===== config.mk =====
export PLATFORM = sky130hd
export DESIGN_NAME = imu_wheel_odometry
export DESIGN_NICKNAME = d
export VERILOG_FILES = /design/src/rtl/iwo_pkg.sv /design/src/rtl/iwo_mul.sv /design/src/rtl/iwo_isqrt.sv /design/src/rtl/iwo_cordic.sv /design/src/rtl/imu_wheel_odometry.sv
export SDC_FILE = /design/constraint.sdc
export NUM_CORES = 2
export LEC_CHECK = 0
export BUFFER_PORTS_ARGS = -buffer_cell sky130_fd_sc_hd__buf_2
export CELL_PAD_IN_SITES_DETAIL_PLACEMENT = 1
export CELL_PAD_IN_SITES_GLOBAL_PLACEMENT = 2
export CORE_MARGIN = 4
export CORE_UTILIZATION = 36
export DETAILED_ROUTE_END_ITERATION = 12
export PLACE_DENSITY = 0.89
export SLEW_MARGIN = 15
export SYNTH_ARGS = -nofsm -noshare
export SYNTH_HDL_FRONTEND = slang
export SYNTH_SLANG_ARGS = --single-unit

===== constraint.sdc =====
create_clock -name i_clk -period 7.6 [get_ports i_clk]
set_clock_uncertainty 0.05 [all_clocks]
set_input_delay 1.14 -clock i_clk [delete_from_list [all_inputs] [get_ports i_clk]]
set_output_delay 1.14 -clock i_clk [all_outputs]
set_load 0.05 [all_outputs]

===== src/rtl/iwo_pkg.sv =====
package iwo_pkg;

    localparam int CORDIC_N    = 24;
    localparam int CORDIC_IW   = 5;
    localparam int CORDIC_W    = 44;
    localparam int NORM_BIT    = 40;
    localparam int CORDIC_GAIN = 652032874;
    localparam int APB_ADDR_W  = 4;
    localparam int MUL_W       = 33;

    typedef enum logic [1:0] {
        OP_UPDATE   = 2'd0,
        OP_SET_POSE = 2'd1,
        OP_CLEAR    = 2'd2,
        OP_NOP      = 2'd3
    } t_opcode;

    typedef enum logic [1:0] {
        REG_INCHES   = 2'd0,
        REG_TARGET_X = 2'd1,
        REG_TARGET_Y = 2'd2
    } t_reg_idx;

    typedef enum logic [3:0] {
        ST_IDLE,
        ST_DIST,
        ST_ROT,
        ST_STEP_X,
        ST_STEP_Y,
        ST_SQ_X,
        ST_SQ_Y,
        ST_SQRT,
        ST_BEAR,
        ST_DONE
    } t_state;

    typedef enum logic [1:0] {
        CP_IDLE,
        CP_NORM,
        CP_ITER
    } t_cor_phase;

    typedef struct packed {
        logic start;
        logic vectoring;
    } t_cordic_req;

    // arctan(2^-i) in 2^32 units per turn
    function automatic logic [29:0] atan_entry(input logic [CORDIC_IW-1:0] idx);
        logic [29:0] v;
        unique case (idx)
            5'd0:  v = 30'd536870912;
            5'd1:  v = 30'd316933406;
            5'd2:  v = 30'd167458907;
            5'd3:  v = 30'd85004756;
            5'd4:  v = 30'd42667331;
            5'd5:  v = 30'd21354465;
            5'd6:  v = 30'd10679838;
            5'd7:  v = 30'd5340245;
            5'd8:  v = 30'd2670163;
            5'd9:  v = 30'd1335087;
            5'd10: v = 30'd667544;
            5'd11: v = 30'd333772;
            5'd12: v = 30'd166886;
            5'd13: v = 30'd83443;
            5'd14: v = 30'd41722;
            5'd15: v = 30'd20861;
            5'd16: v = 30'd10430;
            5'd17: v = 30'd5215;
            5'd18: v = 30'd2608;
            5'd19: v = 30'd1304;
            5'd20: v = 30'd652;
            5'd21: v = 30'd326;
            5'd22: v = 30'd163;
            5'd23: v = 30'd81;
            default: v = 30'd0;
        endcase
        return v;
    endfunction

endpackage


===== src/rtl/iwo_mul.sv =====
module iwo_mul #(
    parameter int W = 33
) (
    input  logic           i_clk,
    input  logic           i_rst_n,
    input  logic           i_start,
    input  logic [W-1:0]   i_a,
    input  logic [W-1:0]   i_b,
    output logic [2*W-1:0] o_prod,
    output logic           o_done
);
    localparam int CW = $clog2(W);

    logic [2*W-1:0] r_acc, r_mcand;
    logic [W-1:0]   r_mplier;
    logic [CW-1:0]  r_cnt;
    logic           r_busy, r_done;

    always_ff @(posedge i_clk) begin
        if (!i_rst_n) begin
            r_busy <= 1'b0;
            r_done <= 1'b0;
            r_cnt  <= '0;
        end else begin
            r_done <= 1'b0;
            if (i_start) begin
                r_busy <= 1'b1;
                r_cnt  <= '0;
            end else if (r_busy) begin
                r_cnt <= r_cnt + 1'b1;
                if (r_cnt == CW'(W - 1)) begin
                    r_busy <= 1'b0;
                    r_done <= 1'b1;
                end
            end
        end
    end

    // one multiplier bit per cycle
    always_ff @(posedge i_clk) begin
        if (i_start) begin
            r_acc    <= '0;
            r_mcand  <= {{W{1'b0}}, i_a};
            r_mplier <= i_b;
        end else if (r_busy) begin
            if (r_mplier[0]) begin
                r_acc <= r_acc + r_mcand;
            end
            r_mcand  <= r_mcand << 1;
            r_mplier <= r_mplier >> 1;
        end
    end

    assign o_prod = r_acc;
    assign o_done = r_done;
endmodule


===== src/rtl/iwo_isqrt.sv =====
module iwo_isqrt (
    input  logic        i_clk,
    input  logic        i_rst_n,
    input  logic        i_start,
    input  logic [63:0] i_rad,
    output logic [31:0] o_root,
    output logic        o_done
);
    logic [63:0] r_n;
    logic [33:0] r_rem;
    logic [31:0] r_root;
    logic [4:0]  r_cnt;
    logic        r_busy, r_done;
    logic [35:0] rem_sh, trial, diff;
    logic        fits;

    always_comb begin
        rem_sh = {r_rem, r_n[63:62]};
        trial  = {2'b00, r_root, 2'b01};
        diff   = rem_sh - trial;
        fits   = rem_sh >= trial;
    end

    always_ff @(posedge i_clk) begin
        if (!i_rst_n) begin
            r_busy <= 1'b0;
            r_done <= 1'b0;
            r_cnt  <= '0;
        end else begin
            r_done <= 1'b0;
            if (i_start) begin
                r_busy <= 1'b1;
                r_cnt  <= '0;
            end else if (r_busy) begin
                r_cnt <= r_cnt + 1'b1;
                if (r_cnt == 5'd31) begin
                    r_busy <= 1'b0;
                    r_done <= 1'b1;
                end
            end
        end
    end

    // two radicand bits per root bit
    always_ff @(posedge i_clk) begin
        if (i_start) begin
            r_n    <= i_rad;
            r_rem  <= '0;
            r_root <= '0;
        end else if (r_busy) begin
            r_n <= r_n << 2;
            if (fits) begin
                r_rem  <= diff[33:0];
                r_root <= {r_root[30:0], 1'b1};
            end else begin
                r_rem  <= rem_sh[33:0];
                r_root <= {r_root[30:0], 1'b0};
            end
        end
    end

    assign o_root = r_root;
    assign o_done = r_done;
endmodule


===== src/rtl/iwo_cordic.sv =====
module iwo_cordic (
    input  logic                i_clk,
    input  logic                i_rst_n,
    input  iwo_pkg::t_cordic_req i_req,
    input  logic [31:0]         i_angle,
    input  logic signed [32:0]  i_num,
    input  logic signed [32:0]  i_den,
    output logic signed [31:0]  o_cos,
    output logic signed [31:0]  o_sin,
    output logic [31:0]         o_bearing,
    output logic                o_done
);
    localparam int W  = iwo_pkg::CORDIC_W;
    localparam int IW = iwo_pkg::CORDIC_IW;
    localparam logic signed [W-1:0]  GAIN    = W'(iwo_pkg::CORDIC_GAIN);
    localparam logic signed [W-1:0]  NORM_HI = W'(1) << iwo_pkg::NORM_BIT;
    localparam logic signed [W-1:0]  NORM_LO = -NORM_HI;
    localparam logic signed [33:0]   QUARTER = 34'sd1 << 30;
    localparam logic signed [33:0]   HALF    = 34'sd1 << 31;

    iwo_pkg::t_cor_phase r_phase, n_phase;
    logic signed [W-1:0] r_x, r_y, xs, ys;
    logic signed [33:0]  r_z, z_in, z_rot, at;
    logic [IW-1:0]       r_i;
    logic                r_flip, r_vec, r_done, n_done;
    logic                flip_rot, big, zero_vec, s_pos;

    always_comb begin
        z_in     = {{2{i_angle[31]}}, i_angle};
        flip_rot = 1'b0;
        z_rot    = z_in;
        if (z_in > QUARTER) begin
            z_rot    = z_in - HALF;
            flip_rot = 1'b1;
        end else if (z_in < -QUARTER) begin
            z_rot    = z_in + HALF;
            flip_rot = 1'b1;
        end
        zero_vec = (i_num == '0) && (i_den == '0);
        big      = (r_x >= NORM_HI) || (r_x <= NORM_LO) || (r_y >= NORM_HI) || (r_y <= NORM_LO);
        xs       = r_x >>> r_i;
        ys       = r_y >>> r_i;
        at       = {4'b0, iwo_pkg::atan_entry(r_i)};
        // rotate toward zero angle, or toward the x axis when vectoring
        s_pos    = r_vec ? !(r_y > 0) : !r_z[33];
    end

    always_ff @(posedge i_clk) begin
        if (!i_rst_n) begin
            r_phase <= iwo_pkg::CP_IDLE;
            r_done  <= 1'b0;
        end else begin
            r_phase <= n_phase;
            r_done  <= n_done;
        end
    end

    always_comb begin
        n_phase = r_phase;
        n_done  = 1'b0;
        unique case (r_phase)
            iwo_pkg::CP_IDLE: begin
                if (i_req.start) begin
                    if (!i_req.vectoring) begin
                        n_phase = iwo_pkg::CP_ITER;
                    end else if (zero_vec) begin
                        n_done = 1'b1;
                    end else begin
                        n_phase = iwo_pkg::CP_NORM;
                    end
                end
            end
            iwo_pkg::CP_NORM: begin
                if (big) begin
                    n_phase = iwo_pkg::CP_ITER;
                end
            end
            iwo_pkg::CP_ITER: begin
                if (r_i == IW'(iwo_pkg::CORDIC_N - 1)) begin
                    n_phase = iwo_pkg::CP_IDLE;
                    n_done  = 1'b1;
                end
            end
            default: n_phase = iwo_pkg::CP_IDLE;
        endcase
    end

    always_ff @(posedge i_clk) begin
        unique case (r_phase)
            iwo_pkg::CP_IDLE: begin
                if (i_req.start) begin
                    r_vec <= i_req.vectoring;
                    r_i   <= '0;
                    if (i_req.vectoring) begin
                        r_x    <= W'(i_den);
                        r_y    <= W'(i_num);
                        r_z    <= '0;
                        r_flip <= 1'b0;
                    end else begin
                        r_x    <= GAIN;
                        r_y    <= '0;
                        r_z    <= z_rot;
                        r_flip <= flip_rot;
                    end
                end
            end
            iwo_pkg::CP_NORM: begin
                if (big) begin
                    if (r_x < 0) begin
                        r_x <= -r_x;
                        r_y <= -r_y;
                        r_z <= HALF;
                    end
                end else begin
                    r_x <= r_x <<< 1;
                    r_y <= r_y <<< 1;
                end
            end
            iwo_pkg::CP_ITER: begin
                if (s_pos) begin
                    r_x <= r_x - ys;
                    r_y <= r_y + xs;
                    r_z <= r_z - at;
                end else begin
                    r_x <= r_x + ys;
                    r_y <= r_y - xs;
                    r_z <= r_z + at;
                end
                r_i <= r_i + 1'b1;
            end
            default: ;
        endcase
    end

    assign o_cos     = 32'(r_flip ? -r_x : r_x);
    assign o_sin     = 32'(r_flip ? -r_y : r_y);
    assign o_bearing = r_z[31:0];
    assign o_done    = r_done;
endmodule


===== src/rtl/imu_wheel_odometry.sv =====
// channel | valid       | ready       | payload
// input   | i_in_valid  | o_in_ready  | i_opcode .. i_pose_angle
// result  | o_out_valid | i_out_ready | o_out_x .. o_back_angle_error
// config  | psel/penable/pwrite, paddr, pwdata, prdata, pready always high
//
// one item at a time, ready only in idle; an update runs the distance multiply, the
// rotation, two step multiplies, two squaring multiplies, the square root and vectoring;
// set pose, clear and no-op run only the squares, root and vectoring, which first normalizes
// by shifts and ends at once when the target sits at the robot; the done state then waits
// for room for the result; reset is synchronous, active low, and zeros the pose and the registers
// a result held by the sink stalls completion of the next item only
module imu_wheel_odometry #(
    parameter int ANGLE_BITS    = 16,
    parameter int POS_FRAC_BITS = 16
) (
    input  logic                         i_clk,
    input  logic                         i_rst_n,
    input  logic                         i_in_valid,
    output logic                         o_in_ready,
    input  logic [1:0]                   i_opcode,
    input  logic signed [31:0]           i_left_count,
    input  logic signed [31:0]           i_right_count,
    input  logic [ANGLE_BITS-1:0]        i_imu_angle,
    input  logic signed [31:0]           i_pose_x,
    input  logic signed [31:0]           i_pose_y,
    input  logic [ANGLE_BITS-1:0]        i_pose_angle,
    output logic                         o_out_valid,
    input  logic                         i_out_ready,
    output logic signed [31:0]           o_out_x,
    output logic signed [31:0]           o_out_y,
    output logic [ANGLE_BITS-1:0]        o_out_heading,
    output logic [31:0]                  o_target_distance,
    output logic signed [ANGLE_BITS-1:0] o_front_angle_error,
    output logic signed [ANGLE_BITS-1:0] o_back_angle_error,
    input  logic                         psel,
    input  logic                         penable,
    input  logic                         pwrite,
    input  logic [iwo_pkg::APB_ADDR_W-1:0] paddr,
    input  logic [31:0]                  pwdata,
    output logic [31:0]                  prdata,
    output logic                         pready
);
    localparam int AB = ANGLE_BITS;
    localparam int MW = iwo_pkg::MUL_W;
    localparam int DIST_SHIFT = 25 - POS_FRAC_BITS;
    localparam logic [65:0] POS_MAX = 66'd2147483647;
    localparam logic [65:0] NEG_MAX = 66'd2147483648;
    localparam logic signed [64:0] ROUND_HALF = 65'sd1 << 29;
    localparam logic [31:0] BEAR_HALF = 32'd1 << (31 - AB);
    localparam logic [AB-1:0] HALF_TURN = AB'(1) << (AB - 1);

    iwo_pkg::t_state r_state, n_state;
    logic r_go, n_go;
    logic r_out_valid;

    logic [31:0]         r_inches;
    logic signed [31:0]  r_tx, r_ty, r_x, r_y;
    logic [AB-1:0]       r_heading, r_offset;
    logic [31:0]         r_last_l, r_last_r;

    logic [32:0]         r_mag;
    logic                r_sum_neg;
    logic [31:0]         r_dmag;
    logic                r_dneg;
    logic signed [31:0]  r_cos, r_sin;
    logic [63:0]         r_a2, r_rad;
    logic                r_sat;
    logic [31:0]         r_tdist;

    logic signed [31:0]  r_ox, r_oy;
    logic [AB-1:0]       r_oh, r_ofront, r_oback;
    logic [31:0]         r_odist;

    logic                in_acc, out_free;
    logic [31:0]         dl, dr;
    logic signed [32:0]  sum;
    logic signed [32:0]  dx, dy;
    logic [32:0]         adx, ady;
    logic [MW-1:0]       mul_a, mul_b;
    logic [2*MW-1:0]     mul_p;
    logic                mul_done, mul_start;
    logic [65:0]         prod_sh;
    logic [31:0]         dmag_next;
    logic [31:0]         sin_mag, cos_mag;
    logic                step_neg;
    logic signed [64:0]  step_p, step_r;
    logic signed [35:0]  pos_base, pos_sum;
    logic signed [31:0]  pos_sat;
    logic [64:0]         sq_sum;
    logic [31:0]         root;
    logic                sq_done;
    iwo_pkg::t_cordic_req cor_req;
    logic signed [31:0]  cor_cos, cor_sin;
    logic [31:0]         cor_bear, bear_sum;
    logic                cor_done;
    logic [AB-1:0]       bear;

    assign in_acc     = i_in_valid && o_in_ready;
    assign o_in_ready = (r_state == iwo_pkg::ST_IDLE);
    assign out_free   = !r_out_valid || i_out_ready;
    assign pready     = 1'b1;

    always_comb begin
        dl  = i_left_count - r_last_l;
        dr  = i_right_count - r_last_r;
        sum = $signed({dl[31], dl}) + $signed({dr[31], dr});
        dx  = $signed({r_tx[31], r_tx}) - $signed({r_x[31], r_x});
        dy  = $signed({r_ty[31], r_ty}) - $signed({r_y[31], r_y});
        adx = dx[32] ? 33'(-dx) : 33'(dx);
        ady = dy[32] ? 33'(-dy) : 33'(dy);
        sin_mag = r_sin[31] ? 32'(-r_sin) : 32'(r_sin);
        cos_mag = r_cos[31] ? 32'(-r_cos) : 32'(r_cos);
    end

    always_comb begin
        unique case (r_state)
            iwo_pkg::ST_DIST: begin
                mul_a = r_mag;
                mul_b = {1'b0, r_inches};
            end
            iwo_pkg::ST_STEP_X: begin
                mul_a = {1'b0, r_dmag};
                mul_b = {1'b0, sin_mag};
            end
            iwo_pkg::ST_STEP_Y: begin
                mul_a = {1'b0, r_dmag};
                mul_b = {1'b0, cos_mag};
            end
            iwo_pkg::ST_SQ_X: begin
                mul_a = adx;
                mul_b = adx;
            end
            iwo_pkg::ST_SQ_Y: begin
                mul_a = ady;
                mul_b = ady;
            end
            default: begin
                mul_a = '0;
                mul_b = '0;
            end
        endcase
    end

    assign mul_start = r_go && ((r_state == iwo_pkg::ST_DIST) ||
        (r_state == iwo_pkg::ST_STEP_X) || (r_state == iwo_pkg::ST_STEP_Y) ||
        (r_state == iwo_pkg::ST_SQ_X) || (r_state == iwo_pkg::ST_SQ_Y));

    iwo_mul #(.W(MW)) u_mul (
        .i_clk   (i_clk),
        .i_rst_n (i_rst_n),
        .i_start (mul_start),
        .i_a     (mul_a),
        .i_b     (mul_b),
        .o_prod  (mul_p),
        .o_done  (mul_done)
    );

    iwo_isqrt u_isqrt (
        .i_clk   (i_clk),
        .i_rst_n (i_rst_n),
        .i_start (r_go && (r_state == iwo_pkg::ST_SQRT)),
        .i_rad   (r_rad),
        .o_root  (root),
        .o_done  (sq_done)
    );

    always_comb begin
        cor_req.start     = r_go && ((r_state == iwo_pkg::ST_ROT) ||
                                     (r_state == iwo_pkg::ST_BEAR));
        cor_req.vectoring = (r_state == iwo_pkg::ST_BEAR);
    end

    iwo_cordic u_cordic (
        .i_clk     (i_clk),
        .i_rst_n   (i_rst_n),
        .i_req     (cor_req),
        .i_angle   ({r_heading, {(32 - AB){1'b0}}}),
        .i_num     (dx),
        .i_den     (dy),
        .o_cos     (cor_cos),
        .o_sin     (cor_sin),
        .o_bearing (cor_bear),
        .o_done    (cor_done)
    );

    always_comb begin
        // travel magnitude, clamped to what the signed range allows
        prod_sh = mul_p >> DIST_SHIFT;
        if (r_sum_neg) begin
            dmag_next = (prod_sh > NEG_MAX) ? NEG_MAX[31:0] : prod_sh[31:0];
        end else begin
            dmag_next = (prod_sh > POS_MAX) ? POS_MAX[31:0] : prod_sh[31:0];
        end
        step_neg = r_dneg ^ ((r_state == iwo_pkg::ST_STEP_X) ? r_sin[31] : r_cos[31]);
        step_p   = step_neg ? -$signed({1'b0, mul_p[63:0]}) : $signed({1'b0, mul_p[63:0]});
        step_r   = (step_p + ROUND_HALF) >>> 30;
        pos_base = (r_state == iwo_pkg::ST_STEP_X) ? 36'(r_x) : 36'(r_y);
        pos_sum  = pos_base + 36'(step_r);
        if (pos_sum > 36'sd2147483647) begin
            pos_sat = 32'sh7fffffff;
        end else if (pos_sum < -36'sd2147483648) begin
            pos_sat = 32'sh80000000;
        end else begin
            pos_sat = 32'(pos_sum);
        end
        sq_sum   = {1'b0, r_a2} + {1'b0, mul_p[63:0]};
        bear_sum = cor_bear + BEAR_HALF;
        bear     = bear_sum[31 -: AB];
    end

    always_comb begin
        n_state = r_state;
        unique case (r_state)
            iwo_pkg::ST_IDLE: begin
                if (in_acc) begin
                    n_state = (iwo_pkg::t_opcode'(i_opcode) == iwo_pkg::OP_UPDATE)
                              ? iwo_pkg::ST_DIST : iwo_pkg::ST_SQ_X;
                end
            end
            iwo_pkg::ST_DIST:   if (mul_done) n_state = iwo_pkg::ST_ROT;
            iwo_pkg::ST_ROT:    if (cor_done) n_state = iwo_pkg::ST_STEP_X;
            iwo_pkg::ST_STEP_X: if (mul_done) n_state = iwo_pkg::ST_STEP_Y;
            iwo_pkg::ST_STEP_Y: if (mul_done) n_state = iwo_pkg::ST_SQ_X;
            iwo_pkg::ST_SQ_X:   if (mul_done) n_state = iwo_pkg::ST_SQ_Y;
            iwo_pkg::ST_SQ_Y:   if (mul_done) n_state = iwo_pkg::ST_SQRT;
            iwo_pkg::ST_SQRT:   if (sq_done)  n_state = iwo_pkg::ST_BEAR;
            iwo_pkg::ST_BEAR:   if (cor_done) n_state = iwo_pkg::ST_DONE;
            iwo_pkg::ST_DONE:   if (out_free) n_state = iwo_pkg::ST_IDLE;
            default: n_state = iwo_pkg::ST_IDLE;
        endcase
        // a unit starts on the first cycle of its state
        n_go = (n_state != r_state);
    end

    always_ff @(posedge i_clk) begin
        if (!i_rst_n) begin
            r_state     <= iwo_pkg::ST_IDLE;
            r_go        <= 1'b0;
            r_out_valid <= 1'b0;
            r_inches    <= '0;
            r_tx        <= '0;
            r_ty        <= '0;
            r_x         <= '0;
            r_y         <= '0;
            r_heading   <= '0;
            r_offset    <= '0;
            r_last_l    <= '0;
            r_last_r    <= '0;
        end else begin
            r_state <= n_state;
            r_go    <= n_go;
            if (r_state == iwo_pkg::ST_DONE && out_free) begin
                r_out_valid <= 1'b1;
            end else if (i_out_ready) begin
                r_out_valid <= 1'b0;
            end
            if (psel && penable && pwrite) begin
                case (iwo_pkg::t_reg_idx'(paddr[3:2]))
                    iwo_pkg::REG_INCHES:   r_inches <= pwdata;
                    iwo_pkg::REG_TARGET_X: r_tx     <= pwdata;
                    iwo_pkg::REG_TARGET_Y: r_ty     <= pwdata;
                    default: ;
                endcase
            end
            if (in_acc) begin
                unique case (iwo_pkg::t_opcode'(i_opcode))
                    iwo_pkg::OP_UPDATE: begin
                        r_heading <= i_imu_angle + r_offset;
                        r_last_l  <= i_left_count;
                        r_last_r  <= i_right_count;
                    end
                    iwo_pkg::OP_SET_POSE: begin
                        r_x       <= i_pose_x;
                        r_y       <= i_pose_y;
                        r_heading <= i_pose_angle;
                        r_offset  <= i_pose_angle;
                        r_last_l  <= i_left_count;
                        r_last_r  <= i_right_count;
                    end
                    iwo_pkg::OP_CLEAR: begin
                        r_x       <= '0;
                        r_y       <= '0;
                        r_heading <= '0;
                        r_last_l  <= '0;
                        r_last_r  <= '0;
                    end
                    default: ;
                endcase
            end
            if (mul_done && r_state == iwo_pkg::ST_STEP_X) begin
                r_x <= pos_sat;
            end
            if (mul_done && r_state == iwo_pkg::ST_STEP_Y) begin
                r_y <= pos_sat;
            end
        end
    end

    always_ff @(posedge i_clk) begin
        if (in_acc) begin
            r_sum_neg <= sum[32];
            r_mag     <= sum[32] ? 33'(-sum) : 33'(sum);
        end
        if (mul_done && r_state == iwo_pkg::ST_DIST) begin
            r_dmag <= dmag_next;
            r_dneg <= r_sum_neg;
        end
        if (cor_done && r_state == iwo_pkg::ST_ROT) begin
            r_cos <= cor_cos;
            r_sin <= cor_sin;
        end
        if (mul_done && r_state == iwo_pkg::ST_SQ_X) begin
            r_a2 <= mul_p[63:0];
        end
        if (mul_done && r_state == iwo_pkg::ST_SQ_Y) begin
            r_rad <= sq_sum[63:0];
            r_sat <= sq_sum[64];
        end
        if (sq_done) begin
            r_tdist <= r_sat ? 32'hffffffff : root;
        end
        if (r_state == iwo_pkg::ST_DONE && out_free) begin
            r_ox     <= r_x;
            r_oy     <= r_y;
            r_oh     <= r_heading;
            r_odist  <= r_tdist;
            r_ofront <= bear - r_heading;
            r_oback  <= bear + HALF_TURN - r_heading;
        end
    end

    always_comb begin
        case (iwo_pkg::t_reg_idx'(paddr[3:2]))
            iwo_pkg::REG_INCHES:   prdata = r_inches;
            iwo_pkg::REG_TARGET_X: prdata = r_tx;
            iwo_pkg::REG_TARGET_Y: prdata = r_ty;
            default:               prdata = '0;
        endcase
    end

    assign o_out_valid         = r_out_valid;
    assign o_out_x             = r_ox;
    assign o_out_y             = r_oy;
    assign o_out_heading       = r_oh;
    assign o_target_distance   = r_odist;
    assign o_front_angle_error = r_ofront;
    assign o_back_angle_error  = r_oback;

    a_mul_state: assert property (@(posedge i_clk) disable iff (!i_rst_n)
        mul_done |-> (r_state == iwo_pkg::ST_DIST || r_state == iwo_pkg::ST_STEP_X ||
                      r_state == iwo_pkg::ST_STEP_Y || r_state == iwo_pkg::ST_SQ_X ||
                      r_state == iwo_pkg::ST_SQ_Y))
        else $error("multiplier finished outside a multiply state");

    a_cordic_state: assert property (@(posedge i_clk) disable iff (!i_rst_n)
        cor_done |-> (r_state == iwo_pkg::ST_ROT || r_state == iwo_pkg::ST_BEAR))
        else $error("cordic finished outside a cordic state");

    a_accept_busy: assert property (@(posedge i_clk) disable iff (!i_rst_n)
        in_acc |=> (r_state != iwo_pkg::ST_IDLE && !o_in_ready))
        else $error("accepted item did not start work");
endmodule

## Yosys cells after proc, flatten, opt, wreduce, memory -nomap -nowiden

Memory sizes are Yosys's and may differ from the RTL's. A register that Yosys moved wholly into a read port is not among the register bits.
Index checks and enable logic that the tools add are counted.

| storage, ports and cells | value |
|---|---|
| bits in registers | 1140 |
| ROM bits | 960 |
| input bits | 205 |
| output and inout port bits | 179 |
| word-level logic and storage cells | 286 |
| memories | 1 |

| operators by class | value |
|---|---|
| add/sub/neg operators | 34 |
| $lt $le $gt $ge | 13 |
| equal/unequal tests | 25 |
| shifts and indexed selects | 2 |
| mux-type cells | 94 |
| bitwise gates (word level) | 4 |
| reduce and logical (&&, ||, !) cells | 63 |

Memories:

| name | words | width | read ports | clocked after memory_dff | write ports | line | source |
|---|---|---|---|---|---|---|---|
| (no name shown) | 32 | 30 | 1 | 1 | 0 | iwo_pkg.sv:51 | `unique case (idx)` |

Operator list:

| cell | number |
|---|---|
| $mux 32 | 14 |
| $mux 44 | 10 |
| $mux 34 | 8 |
| $pmux 44 s3 | 2 |
| $pmux 32 s2 | 4 |
| $mux 33 | 6 |
| $pmux 33 s5 | 1 |
| $pmux 33 s4 | 1 |
| $mux 64 | 2 |
| $pmux 34 s3 | 1 |
| $neg 33->33 | 3 |
| $pmux 32 s3 | 1 |
| $add 44x44->44 | 2 |
| $ge 44x42->1 const B | 2 |
| $le 44x41->1 const B | 2 |
| $neg 44->44 | 2 |
| $sshr 44x5->44 | 2 |
| $sub 44x44->44 | 2 |
| $add 66x66->66 | 1 |
| $logic_not 33->1 | 2 |
| $sub 32x32->33 | 2 |
| $add 64x64->65 | 1 |
| $add 65x31->65 const B | 1 |
| $mux 65 | 1 |
| 62 further kinds | 162 |

## Longest topological paths before layout

| logic depth | value |
|---|---|
| word-level depth | 10 |
| mapped depth | 32 |
| depth with buffers taken out | 27 |

## Hierarchy

A second synthesis with hierarchy kept.

| unflattened totals | value |
|---|---|
| cells, all modules | 10572 |
| area, all modules | 92546.3 um^2 |

By module, submodules not included:

| module | times used | cells an instance | area an instance (um^2) | seq. area each (um^2) |
|---|---|---|---|---|
| imu_wheel_odometry | 1 | 5391 | 47954.7 | 18277.5 |
| iwo_cordic | 1 | 3313 | 26658.1 | 4534.3 |
| iwo_mul | 1 | 1146 | 10490.1 | 4124.0 |
| iwo_isqrt | 1 | 722 | 7443.4 | 3383.2 |

## Worst setup path before layout

Ideal clock, no wire load.

| path | value |
|---|---|
| path type | flip-flop to flip-flop |
| start point | reg u_cordic.r_y[1] |
| end point | reg u_cordic.r_x[0], enable pin |
| library setup time | 587 ps |
| arrival time | 6869 ps |
| data required time | 6963 ps |
| setup slack | 94 ps |
| cell stages (with the launch flop) | 15 |
| buffers on the path | 5 |
| clock period less this slack | 7506 ps |
| path through | edfxtp_1 inv_1 ha_1 nand4b_1 or2_2 clkbuf_1 nor4_1 and3_1 buf_1 a21oi_1 o22ai_1 clkbuf_1 buf_2 buf_2 a31oi_1 |

| between the ends | value |
|---|---|
| longest elaborated chain between the ends | 5 |
| elaborated cells between the ends (all ways) | 6 |
| classes of those cells | order compare (2); eq/ne (1); reduce/logical (3) |

RTL lines:

| item | line | source |
|---|---|---|
| from (decl) | iwo_cordic.sv:22 | `logic signed [W-1:0] r_x, r_y, xs, ys;` |
| from (signal assigned) | iwo_cordic.sv:96 | `r_y <= W'(i_num);` |
| from (signal assigned) | iwo_cordic.sv:111 | `r_y <= -r_y;` |
| from (signal assigned) | iwo_cordic.sv:116 | `r_y <= r_y <<< 1;` |
| $ge 44x42->1 | iwo_cordic.sv:40 | `big = (r_x >= NORM_HI) \|\| (r_x <= NORM_LO) \|\| (r_y >= NORM_HI) \|\| (r_y <= NORM_LO);` |
| $logic_or 1x1->1 | iwo_cordic.sv:40 |  |
| $logic_or 1x1->1 (*) | iwo_cordic.sv:40 |  |
| $ne 3x3->1 (no source line) (*) | - |  |
| $reduce_and 3->1 (no source line) (*) | - |  |
| to (signal assigned) | iwo_cordic.sv:95 | `r_x <= W'(i_den);` |
| to (signal assigned) | iwo_cordic.sv:110 | `r_x <= -r_x;` |
| to (signal assigned) | iwo_cordic.sv:115 | `r_x <= r_x <<< 1;` |
| to (decl) | iwo_cordic.sv:22 |  |

Every way passes the cells marked *; elsewhere a longest branch is shown, timed or not.
A chain may end at the register's enable or synchronous reset.

## Worst setup path in the final report

| path | value |
|---|---|
| start point | reg u_cordic.r_i[0] |
| end point | reg u_cordic.r_y[42] (data pin) |

| between the ends | value |
|---|---|
| longest elaborated chain between the ends | 4 |
| elaborated cells between the ends (all ways) | 5 |
| classes of those cells | add/sub (2); shift (1); mux (2) |

RTL lines:

| item | line | source |
|---|---|---|
| from (decl) | iwo_cordic.sv:24 | `logic [IW-1:0] r_i;` |
| from (signal assigned) | iwo_cordic.sv:129 | `r_i <= r_i + 1'b1;` |
| $sshr 44x5->44 (*) | iwo_cordic.sv:41 | `xs = r_x >>> r_i;` |
| $sub 44x44->44 / $add 44x44->44 (equally long branches) | iwo_cordic.sv:126, iwo_cordic.sv:122 |  |
| $mux 44 (*) | iwo_cordic.sv:120 | `if (s_pos) begin` |
| $pmux 44 s3 (*) | iwo_cordic.sv:89 | `unique case (r_phase)` |
| to (signal assigned) | iwo_cordic.sv:96 |  |
| to (signal assigned) | iwo_cordic.sv:122 | `r_y <= r_y + xs;` |
| to (signal assigned) | iwo_cordic.sv:126 | `r_y <= r_y - xs;` |

Marked as above.

==> impl_metrics.toml <==
[sta]
max_freq_mhz = 137
setup_viol = 0
fin_ws_ns = 0.275
min_period_ns = 7.33
worstMarginPinSlew_ns = 1.35
hold_ws_ns = 0.368
maxSlewHeadroom_pct = 9.51
finalCritPeriodShare_pct = 96.4
final.setup.tns_ns = 0
final_max_slew_viol_count = 0
final_hold_viol_count = 0

[drt]
wl_per_cell_um = 26.0
drc = 0
vias = 82631
wl_um = 358000
drtPass1Iterations = 7
drt_iter0_drc = 7274
viasPerCell = 6.01
ant_nets = 0

[floorplanning]
rows = 181
core_um2 = 243000
ioPinCount = 384
die_area_um2 = 253000
start_util_pct = 36.2
die_w_um = 503
dieHeight_um = 503

[critical_path]
slowest_stage = "mux4_2"
crit_path_start_kind = "register"
path_buf_inv = 4
cp_max_fo = 39
slowest_delay_ns = 0.65
cp.arrival_ns = 7.75
cp_top_family = "compound AO/OA/AOI/OAI gates"
worstSetupPathType = "reg2reg"
cp.required_ns = 8.03
crit_path_end_kind = "register"

[global_routing]
grt_overflow = 0
track_usage_pct = 27.4
grt_max_degree = 145
antenna_found_initial = 25
grt_pass1_vias = 84203
grt_pass1_wl_um = 536000

[layout]
nFillCells = 28380
area_growth_pct = 13.1
drive_gt1_share_pct = 12.2
nets = 11209

[cts]
htreeDepth = 4
insertion_delay_ns = 0.82
clockBufferDepth = 3
cts-root-buf = "clkbuf_16"
cts.sinks = 1168
cts_resized = 0
hold_buffers = 0
cts_tree = "built"
clk_pin_slew_ns = 0.06
numCtsBuffers = 143
post_cts_buffers = 0

[synthesis]
syn_nets = 10928
yosysWarnings = 0
synth_edf_count = 693
ys_seq_elements = 1168
synth_cell_type_count = 111
yosysSeqAreaShare_pct = 34.4
ys.flop_type = "edfxtp_1"
netlist_area_um2 = 88100
async_flop_share_pct = 0
avgSynthCellArea_um2 = 8.69
postSynthCellCount = 10145

[placed_design]
pre_cts_slack_ns = 0.0727
dpl.hpwl_um = 277000
io_buffers = 380
gp_congestion = 0.963

[power]
power.leakage_nw = 38.7
peakVddDrop_uv = 229
p_per_area_nw_per_um2 = 234
fin_total_pwr_mw = 23.3

[flow_run]
max_cap_viol_count = 0

[worst_hold_path]
hold_path_class = "reg2reg"

[run_status]
outcome = "completed"
## worst paths after layout
kind	start	slack (ns)	to	cells after the start
max	u_cordic.r_i[0]	0.27	u_cordic.r_y[42]	25
min	r_tdist[12]	0.37	o_target_distance[12]	0
max reg2reg	u_cordic.r_i[0]	0.27	u_cordic.r_y[42]	25
min reg2reg	r_tdist[12]	0.37	o_target_distance[12]	0
## layout by cell type (no fill, tap or decap), drive strengths merged, types with 110 or more instances in the layout
| master | synthesis | final |
|---|---|---|
| buf | 82 | 712 |
| clkbuf | 494 | 191 |
| nand3 | 173 | 173 |
| a21oi | 938 | 938 |
| a31oi | 141 | 141 |
| mux4 | 110 | 110 |
| xnor2 | 527 | 527 |
| dfxtp | 475 | 475 |
| nor2 | 710 | 710 |
| nor3 | 173 | 173 |
| o21ai | 622 | 622 |
| a21o | 238 | 238 |
| xor2 | 320 | 320 |
| mux2i | 185 | 185 |
| nand2 | 1360 | 1360 |
| edfxtp | 693 | 693 |
| ha | 551 | 551 |
| inv | 391 | 401 |
## state kept, by name, summed over array words and instances (netlist names), 33 cells and up
name            flops
u_mul.r_mplier     33
u_cordic.r_y       44
u_isqrt.r_n        64
u_mul.r_mcand      66
u_cordic.r_x       44
u_isqrt.r_rem      34
r_mag              33
r_rad              64
u_mul.o_prod       66
r_a2               64
u_cordic.r_z       34
## cells in the mapped netlist (31+ instances only)
cell type / n / area [um^2]
buf_1: 42 / 158
and3_1: 91 / 569
o31ai_1: 68 / 510
ha_1: 551 / 6890
a21o_1: 238 / 1790
a211oi_1: 97 / 728
edfxtp_1: 693 / 20800
nor2_1: 710 / 2670
a31oi_1: 141 / 882
a221oi_1: 82 / 718
mux2i_1: 184 / 1840
mux4_2: 99 / 2230
dfxtp_1: 475 / 9510
o21a_1: 91 / 683
or3_1: 85 / 532
o21bai_1: 73 / 548
xor2_1: 320 / 2800
nand4_1: 72 / 450
a21oi_1: 938 / 4690
nor4_1: 66 / 413
or2_2: 68 / 425
a22oi_1: 76 / 571
nor2b_1: 87 / 544
nand2_1: 1358 / 5100
nand3_1: 172 / 861
o22a_1: 41 / 359
nor3_1: 170 / 851
o221ai_1: 44 / 385
and2_1: 61 / 382
nand2b_1: 98 / 613
o22ai_1: 49 / 307
nand3b_1: 80 / 601
xnor2_1: 527 / 4620
clkbuf_1: 493 / 1850
o21ai_0: 616 / 3080
o211ai_1: 63 / 473
mux2_2: 49 / 552
inv_1: 388 / 1460
or4_1: 38 / 285
o41ai_1: 31 / 272
## layer usage
metal	vias up	part of all wire [%]	global-route usage, %
li1	37735	-	-
met5	-	0.023	0
met1	41373	42	35.1
met4	10	5.1	12.2
met3	623	6.6	4.42
met2	2890	46	45.3
## area by class of cell
type	count	area, um^2	area share [%]
clock buffer	191	4050	4.06
antenna	13	32.5	0.0326
inverter	393	1480	1.49
timing repair buffer	712	4640	4.65
tap	3202	4010	4.02
multi-input combinational	8008	54400	54.6
clock inverter	72	764	0.767
sequential	1168	30300	30.4
## through the flow
step	cell area, um^2	utilization [%]	instances
floorplan	88100	-	10145
global placement	94700	38.9	13481
detailed placement	94700	38.9	13482
CTS	99500	40.9	13745
global route	99700	40.9	13756
finish	99700	40.9	13759
## report_power, final
part | switching (mW) | internal, mW | leakage, nW
clock network | 3.01 | 4.12 | 2.34
registers | 0.462 | 7.28 | 10.2
logic | 5.28 | 3.13 | 26.2
total | 8.75 | 14.5 | 38.7
## logic make-up after synthesis
logic type / Yosys count / share of synthesized area [%]
AND/OR/NAND/NOR: 3258 / 17.3
AO/OA/AOI/OAI: 2979 / 21.6
flip-flops: 1168 / 34.4
buffers and inverters: 969 / 4.29
XOR/XNOR: 847 / 8.42
adder cells (fa/ha/maj): 578 / 8.44
multiplexers: 345 / 5.61
other: 1 / 0.00426
Power figures use the tool's default switching activity.
